`src/rtl/pair_sum_finder_defines.svh`:
```
// assertion macros for the pair sum finder
// used by the controller and the top level
`ifndef PAIR_SUM_FINDER_DEFINES_SVH
`define PAIR_SUM_FINDER_DEFINES_SVH
`ifndef SYNTHESIS
`define PSF_ASSERT(lbl, clk, rst_n, prop) \
	lbl: assert property (@(posedge clk) disable iff (!rst_n) prop) else $error("lbl failed");
`define PSF_ASSERT_RST(lbl, clk, prop) \
	lbl: assert property (@(posedge clk) prop) else $error("lbl failed");
`else
`define PSF_ASSERT(lbl, clk, rst_n, prop)
`define PSF_ASSERT_RST(lbl, clk, prop)
`endif
`endif

```
`src/rtl/psf_pkg.sv`:
```
// types and constants of the pair sum finder
// no dependencies
`default_nettype none
package psf_pkg;
	localparam logic [63:0] HASH_MULT = 64'h9E3779B97F4A7C15;
	localparam int VALUE_W = 64;
	localparam int OUT_POS_W = 20;
	localparam int TABLE_SLOTS = 1024;
	localparam int IDX_W = $clog2(TABLE_SLOTS);
	localparam int EPOCH_W = 8;

	typedef enum logic [2:0] {
		ST_STORED = 3'd0,
		ST_MATCH = 3'd1,
		ST_FULL = 3'd2,
		ST_END = 3'd3,
		ST_IGNORED = 3'd4
	} status_t;

	typedef enum logic [3:0] {
		S_CLEAR, S_IDLE, S_HASH_C, S_HOME_C, S_READ_C, S_CHECK_C,
		S_HASH_V, S_HOME_V, S_READ_V, S_CHECK_V, S_WRITE, S_OUT
	} state_t;

	typedef struct packed {
		logic load;       // capture request
		logic hash_comp;  // start multiplier on complement
		logic hash_val;   // start multiplier on value
		logic set_home;   // probe index from hash
		logic rd;         // slot read state; unused by the datapath
		logic step;       // advance probe index
		logic wr;         // write slot
		logic clr_wr;     // clear pass write
		logic clr_step;
		logic set_partner;
		logic advance;    // position counter step / last reset
	} cmd_t;

	typedef struct packed {
		logic hit_comp;   // valid and key equals complement
		logic hit_val;    // valid and key equals value
		logic slot_valid;
		logic probe_done; // probe limit reached
		logic last;
		logic pair_found;
		logic clr_done;
		logic epoch_wrap; // last epoch in use
	} sts_t;
endpackage
`default_nettype wire

```
`src/rtl/psf_ctrl.sv`:
```
// controller state machine of the pair sum finder
// depends on psf_pkg and pair_sum_finder_defines.svh
`default_nettype none
`include "pair_sum_finder_defines.svh"
module psf_ctrl (
	input wire logic clk,
	input wire logic arst_n,
	input wire logic in_valid,
	output logic in_ready,
	output logic out_valid,
	input wire logic out_ready,
	output psf_pkg::status_t status,
	output psf_pkg::cmd_t cmd,
	input wire psf_pkg::sts_t sts
);
	psf_pkg::state_t state_q, state_d;
	psf_pkg::status_t status_q, status_d;
	logic ovalid_q;

	always_ff @(posedge clk or negedge arst_n) begin
		if (!arst_n) begin
			state_q <= psf_pkg::S_CLEAR;
			ovalid_q <= 1'b0;
			status_q <= psf_pkg::ST_STORED;
		end else begin
			state_q <= state_d;
			status_q <= status_d;
			if (out_ready) begin
				ovalid_q <= 1'b0;
			end
			if (state_q == psf_pkg::S_OUT) begin
				ovalid_q <= 1'b1;
			end
		end
	end

	always_comb begin
		state_d = state_q;
		status_d = status_q;
		case (state_q)
			psf_pkg::S_CLEAR: begin
				if (sts.clr_done) begin
					state_d = psf_pkg::S_IDLE;
				end
			end
			psf_pkg::S_IDLE: begin
				if (in_valid) begin
					state_d = psf_pkg::S_HASH_C;
				end
			end
			psf_pkg::S_HASH_C: begin
				if (sts.pair_found) begin
					status_d = psf_pkg::ST_IGNORED;
					state_d = psf_pkg::S_OUT;
				end else begin
					state_d = psf_pkg::S_HOME_C;
				end
			end
			psf_pkg::S_HOME_C: state_d = psf_pkg::S_READ_C;
			psf_pkg::S_READ_C: state_d = psf_pkg::S_CHECK_C;
			psf_pkg::S_CHECK_C: begin
				if (sts.hit_comp) begin
					status_d = psf_pkg::ST_MATCH;
					state_d = psf_pkg::S_OUT;
				end else if (!sts.slot_valid || sts.probe_done) begin
					state_d = psf_pkg::S_HASH_V;
				end else begin
					state_d = psf_pkg::S_READ_C;
				end
			end
			psf_pkg::S_HASH_V: state_d = psf_pkg::S_HOME_V;
			psf_pkg::S_HOME_V: state_d = psf_pkg::S_READ_V;
			psf_pkg::S_READ_V: state_d = psf_pkg::S_CHECK_V;
			psf_pkg::S_CHECK_V: begin
				if (!sts.slot_valid || sts.hit_val) begin
					state_d = psf_pkg::S_WRITE;
				end else if (sts.probe_done) begin
					status_d = sts.last ? psf_pkg::ST_END : psf_pkg::ST_FULL;
					state_d = psf_pkg::S_OUT;
				end else begin
					state_d = psf_pkg::S_READ_V;
				end
			end
			psf_pkg::S_WRITE: begin
				status_d = sts.last ? psf_pkg::ST_END : psf_pkg::ST_STORED;
				state_d = psf_pkg::S_OUT;
			end
			psf_pkg::S_OUT: begin
				state_d = (sts.last && sts.epoch_wrap) ? psf_pkg::S_CLEAR : psf_pkg::S_IDLE;
			end
			default: state_d = psf_pkg::S_IDLE;
		endcase
		// hold new request until the previous result has been taken
		if (state_q == psf_pkg::S_IDLE && ovalid_q && !out_ready) begin
			state_d = psf_pkg::S_IDLE;
		end
	end

	always_comb begin
		cmd = '0;
		in_ready = 1'b0;
		case (state_q)
			psf_pkg::S_CLEAR: begin
				cmd.clr_wr = 1'b1;
				cmd.clr_step = 1'b1;
			end
			psf_pkg::S_IDLE: begin
				in_ready = !ovalid_q || out_ready;
				cmd.load = in_valid && in_ready;
			end
			psf_pkg::S_HASH_C: cmd.hash_comp = 1'b1;
			psf_pkg::S_HOME_C: cmd.set_home = 1'b1;
			psf_pkg::S_READ_C: cmd.rd = 1'b1;
			psf_pkg::S_CHECK_C: begin
				cmd.set_partner = sts.hit_comp;
				cmd.step = !sts.hit_comp && sts.slot_valid && !sts.probe_done;
			end
			psf_pkg::S_HASH_V: cmd.hash_val = 1'b1;
			psf_pkg::S_HOME_V: cmd.set_home = 1'b1;
			psf_pkg::S_READ_V: cmd.rd = 1'b1;
			psf_pkg::S_CHECK_V: begin
				cmd.step = sts.slot_valid && !sts.hit_val && !sts.probe_done;
			end
			psf_pkg::S_WRITE: cmd.wr = 1'b1;
			psf_pkg::S_OUT: cmd.advance = 1'b1;
			default: cmd = '0;
		endcase
	end

	assign out_valid = ovalid_q;
	assign status = status_q;

	`PSF_ASSERT(a_ready_idle, clk, arst_n, in_ready |-> (state_q == psf_pkg::S_IDLE))
	`PSF_ASSERT(a_out_after, clk, arst_n, (state_q == psf_pkg::S_OUT) |=> out_valid)
	`PSF_ASSERT(a_wr_once, clk, arst_n, cmd.wr |=> (state_q == psf_pkg::S_OUT))
endmodule
`default_nettype wire

```
`config.mk`:
```
export PLATFORM = sky130hd
export DESIGN_NAME = psf_ctrl
export DESIGN_NICKNAME = d
export VERILOG_FILES = /design/src/rtl/psf_pkg.sv /design/src/rtl/psf_ctrl.sv
export VERILOG_INCLUDE_DIRS = /design/src /design/src/rtl
export SDC_FILE = /design/constraint.sdc
export NUM_CORES = 1
export LEC_CHECK = 0
export ABC_AREA = 1
export ABC_CLOCK_PERIOD_IN_PS = 1790
export BUFFER_PORTS_ARGS = -buffer_cell sky130_fd_sc_hd__buf_4
export CAP_MARGIN = 10
export CORE_MARGIN = 8
export CORE_UTILIZATION = 40
export DETAILED_ROUTE_END_ITERATION = 16
export PLACE_DENSITY = 0.73
export SLEW_MARGIN = 20
export SYNTH_ARGS = -nofsm -noshare
export SYNTH_HDL_FRONTEND = slang
export SYNTH_SLANG_ARGS = --single-unit
```
`constraint.sdc`:
```
create_clock -name clk -period 1.79 [get_ports clk]
set_clock_uncertainty 0.2 [all_clocks]
set_input_delay 0.0895 -clock clk [delete_from_list [all_inputs] [get_ports clk]]
set_output_delay 0.0895 -clock clk [all_outputs]
set_load 0.02 [all_outputs]
```
# Word-level counts from Yosys, hierarchy flattened

Index checks and enable logic that the tools add are counted.

Register bits after elaboration: 8
Input port bits: 12
Output and inout port bits: 16
Word-level logic and storage cells: 74

Equal/unequal tests: 17
Mux-type cells: 30
Reduce and logical (&&, ||, !) cells: 24

Operators with widths:

| operator           | count |
|---|---|
| $pmux 4 s12        | 1 |
| $mux 4             | 5 |
| $eq 4x3->1 const B | 4 |
| $eq 4x4->1 const B | 4 |
| $mux 1             | 13 |
| $mux 3             | 4 |
| $pmux 3 s4         | 1 |
| $mux 2             | 5 |
| $eq 4x2->1 const B | 2 |
| $logic_and 1x1->1  | 8 |
| $ne 2x2->1 const B | 4 |
| $logic_not 1->1    | 6 |
| $reduce_and 5->1   | 1 |
| $eq 4x1->1 const B | 1 |
| $logic_not 4->1    | 1 |
| $reduce_bool 4->1  | 1 |
| $reduce_or 2->1    | 2 |
| $logic_or 1x1->1   | 3 |
| $ne 3x2->1 const B | 1 |
| $ne 3x3->1 const B | 1 |
| $pmux 1 s2         | 1 |
| $reduce_and 2->1   | 1 |
| $reduce_bool 2->1  | 1 |

# Logic depth before layout (Yosys ltp)

Word-level depth: 6
Gate-level depth with buffers: 10
Depth with buffers taken out: 10

# Worst setup path before layout

No wires, ideal clock.

Path type: flip-flop to output port
Start: reg state_q[2]
End: out cmd[3] (netlist bit)
Arrival time: 1.647 ns
Data required time: 1.500 ns
Path slack: -0.146 ns
Cell stages (with the launch flop): 6
Path buffers: 1
Path through: dfrtp_1 > inv_1 > ha_1 > inv_1 > nor3_1 > buf_4

RTL lines:

| element                | line           | RTL |
|---|---|---|
| from (decl)            | psf_ctrl.sv:16 | `psf_pkg::state_t state_q, state_d;` |
| from (signal assigned) | psf_ctrl.sv:22 | `state_q <= psf_pkg::S_CLEAR;` |
| from (signal assigned) | psf_ctrl.sv:26 | `state_q <= state_d;` |
| to (decl)              | psf_ctrl.sv:13 | `output psf_pkg::cmd_t cmd,` |

==> flow_metrics.env <==
export IMPL_place_area_mm2=0.00102
export IMPL_drt_iter0_drc=30
export IMPL_top_layer="met4"
export IMPL_place_ws_ns=0.0827
export IMPL_die_w_um=60.7
export IMPL_p_leak_nw=0.668
export IMPL_avgSynthCellArea_um2=7.13
export IMPL_dpl_hpwl_mm=1.67
export IMPL_status="finished clean"
export IMPL_wl_per_cell_um=12.3
export IMPL_grt_util_all_layers_pct=12.1
export IMPL_grt_pass1_wl_mm=3.39
export IMPL_antenna_cells=0
export IMPL_clk_path_buf_depth=2
export IMPL_via_count=864
export IMPL_synthDistinctLibCells=26
export IMPL_rsz0062_at_grt="true"
export IMPL_grt_overflow=0
export IMPL_critical_path_arrival_ns=1.47
export IMPL_post_route_period_util_pct=98.5
export IMPL_max_vdd_ir_drop_mv=1.21
export IMPL_worst_hold_path_endpoint="state_q[3]$_DFFE_PN0P_"
export IMPL_layout_drive_gt1_share_pct=51.6
export IMPL_critPathMaxFanout=5
export IMPL_fin_ws_ns=0.0276
export IMPL_utilization_pct=64.1
export IMPL_worstRegToRegCells=11
export IMPL_crit_path_cell_trace="inv_2, ha_4, nand3_4, inv_2, nand2_1, a21oi_2, buf_4"
export IMPL_fmax_mhz=567
export IMPL_ant_nets=0
export IMPL_dieArea_mm2=0.00368
export IMPL_min_from="sts[2]"
export IMPL_wl_met2_mm=1.08
export IMPL_area_growth_pct=54.2
export IMPL_start_kind="flip-flop"
export IMPL_whs_path_depth=5
export IMPL_root_buffer="clkbuf_4"
export IMPL_design_area_mm2=0.00123
export IMPL_final_max_slew_viol_count=0
export IMPL_fp_dieH_um=60.7
export IMPL_syn_area_um2=798
export IMPL_cts_tree="built"
export IMPL_synthCells=112
export IMPL_setup_worst_path_end_class="primary output"
export IMPL_timing_hold_ws_ns=0.00529
export IMPL_final_cells=180
export IMPL_htreeDepth=1
export IMPL_powerDensity_mw_per_mm2=1500
export IMPL_first_pass_iters=4
export IMPL_met1_length_um=879
export IMPL_start_util_pct=41.5
export IMPL_path_common_cell="inv_2"
export IMPL_worstPathRequired_ns=1.50
export IMPL_io_buffers=27
export IMPL_totalWireLength_mm=2.22
export IMPL_synth_nets=128
export IMPL_r2r_slack_ns=0.07
export IMPL_grt_max_degree=10
export IMPL_fp_coreArea_mm2=0.00192
export IMPL_r2r_start="state_q[3]$_DFFE_PN0P_"
export IMPL_worstMarginPinSlew_ns=0.343
export IMPL_grt_pass1_vias=814
export IMPL_r2r_end="state_q[0]$_DFFE_PN0P_"
export IMPL_slew_headroom_pct=77.1
export IMPL_met3_wirelength_um=226
export IMPL_hp_class="in2reg"
export IMPL_antenna_found_initial=0
export IMPL_drv_cap=0
export IMPL_io_pins=28
export IMPL_slowest_stage="dfrtp_1"
export IMPL_criticalPathCategory="reg2out"
export IMPL_drcViolationCount=0
export IMPL_routed_via_density=4.80
export IMPL_synth_seq_cells=8
export IMPL_clock_sinks=8
export IMPL_insertion_delay_ns=0.25
export IMPL_gp_congestion=0.918
export IMPL_cts_made_buffers=3
export IMPL_fp_row_count=16
export IMPL_slowest_delay_ns=0.42
export IMPL_clk_pin_slew_ns=0.05
export IMPL_ys_warn_count=0
export IMPL_dp_cells=164
export IMPL_setup_viol_count_final=0
export IMPL_nNetsFinal=171
export IMPL_finalHoldViolations=0
export IMPL_period_needed_ns=1.76
export IMPL_ys_seq_area_share_pct=25.1
==> cell usage after synthesis <==
| cell type | count | area share [%] |
|---|---|---|
| nor3_1 | 2 | 1.3 |
| nor2_4 | 2 | 2.8 |
| nand3_4 | 3 | 6.6 |
| o22ai_1 | 1 | 0.78 |
| o21ai_1 | 4 | 2.5 |
| inv_2 | 3 | 1.4 |
| clkinv_2 | 1 | 0.63 |
| nand4_1 | 1 | 0.78 |
| buf_6 | 2 | 2.8 |
| nand3_2 | 3 | 3.8 |
| dfrtp_1 | 8 | 25 |
| ha_1 | 4 | 6.3 |
| nor2_2 | 4 | 3.1 |
| nand3_1 | 8 | 5.0 |
| nand2_2 | 5 | 3.9 |
| inv_6 | 1 | 1.1 |
| nand2_1 | 27 | 13 |
| o21ai_0 | 4 | 2.5 |
| nand3b_2 | 1 | 1.4 |
| nor2_1 | 6 | 2.8 |
| a21oi_1 | 4 | 2.5 |
| nand3b_1 | 1 | 0.94 |
| buf_4 | 1 | 0.94 |
| inv_4 | 1 | 0.78 |
| inv_1 | 14 | 6.6 |
| o21a_1 | 1 | 0.94 |
==> final cells by class <==
type                            instances  area [um2]
Clock buffer                            3        22.5
Fill cell                             181         691
Timing Repair Buffer                   41         318
Sequential cell                         8         203
Tap cell                               27        33.8
Inverter                               20        85.1
Multi-Input combinational cell         81         569
==> state kept, by name, indices dropped and copies added (netlist names) <==
signal     count
out_valid      1
status         3
state_q        4
==> how the worst max path moves through the flow <==
| stage | from | end |
|---|---|---|
| after floorplan | state_q[2]$_DFFE_PN0P_ | cmd[3] |
| after global placement | state_q[3]$_DFFE_PN0P_ | cmd[5] |
| after detailed placement | state_q[2]$_DFFE_PN0P_ | status[2]$_DFFE_PN0P_ |
| after CTS | state_q[2]$_DFFE_PN0P_ | cmd[5] |
| after global routing | state_q[2]$_DFFE_PN0P_ | cmd[5] |
| final | state_q[2]$_DFFE_PN0P_ | cmd[5] |
==> metrics by stage <==
stage / total power [mW] / setup TNS, ns
after floorplan: 1.22 / 0
after global placement: 1.48 / 0
after detailed placement: 1.50 / 0
after CTS: 1.77 / 0
after global routing: 2.01 / -0.211
final: 1.85 / 0
==> power breakdown <==
part | switching, mW | internal, mW | total (mW)
combinational | 0.775 | 0.572 | 1.35
sequential | 0.114 | 0.248 | 0.362
clock | 0.0619 | 0.0768 | 0.139
total | 0.951 | 0.897 | 1.85
==> layout by cell type, fill, tap and decap left out, types with 3 or more instances in the layout <==
| master | instances |
|---|---|
| inv_1 | 11 |
| nor2_1 | 6 |
| nor2_4 | 3 |
| nand3_4 | 4 |
| nor2_2 | 3 |
| clkbuf_4 | 3 |
| o21ai_0 | 3 |
| nand2_2 | 7 |
| nand3_1 | 8 |
| ha_4 | 4 |
| inv_2 | 6 |
| dlygate4sd3_1 | 4 |
| nand2_1 | 25 |
| buf_4 | 37 |
| o21ai_1 | 5 |
| dfrtp_1 | 6 |
==> repair_timing <==
action,in CTS,in global routing
pin swaps,3,12
resized for setup,10,12
gates cloned,0,0
setup endpoints to repair,7,11
endpoints found under the hold margin,10,0
hold buffers,4,0
buffers inserted,6,4
==> metal layers <==
layer,track usage (%),vias up
li1,-,438
met4,3.32,0
met1,13.5,388
met5,0,-
met2,20.1,34
met3,5.72,4
==> kinds of logic (layout without fill, tap and decap cells) <==
group	count (synthesis)	in the layout	synth area share, %
and+or+nand+nor	63	63	45.1
buffers and inverters	23	64	14.3
AOI/OAI and AO/OA	14	14	9.25
DFF	8	8	25.1
adders and majority gates	4	4	6.27
==> critical path: cells and delay by family, from the launching register on <==
| family | cells | cell delay (ns) |
|---|---|---|
| compound gates | 1 | 0.11 |
| fa+ha+maj | 1 | 0.18 |
| buf+inv | 3 | 0.37 |
| flops | 1 | 0.42 |
| simple gates | 2 | 0.15 |
Note: power is estimated with default switching activity, not from simulation.
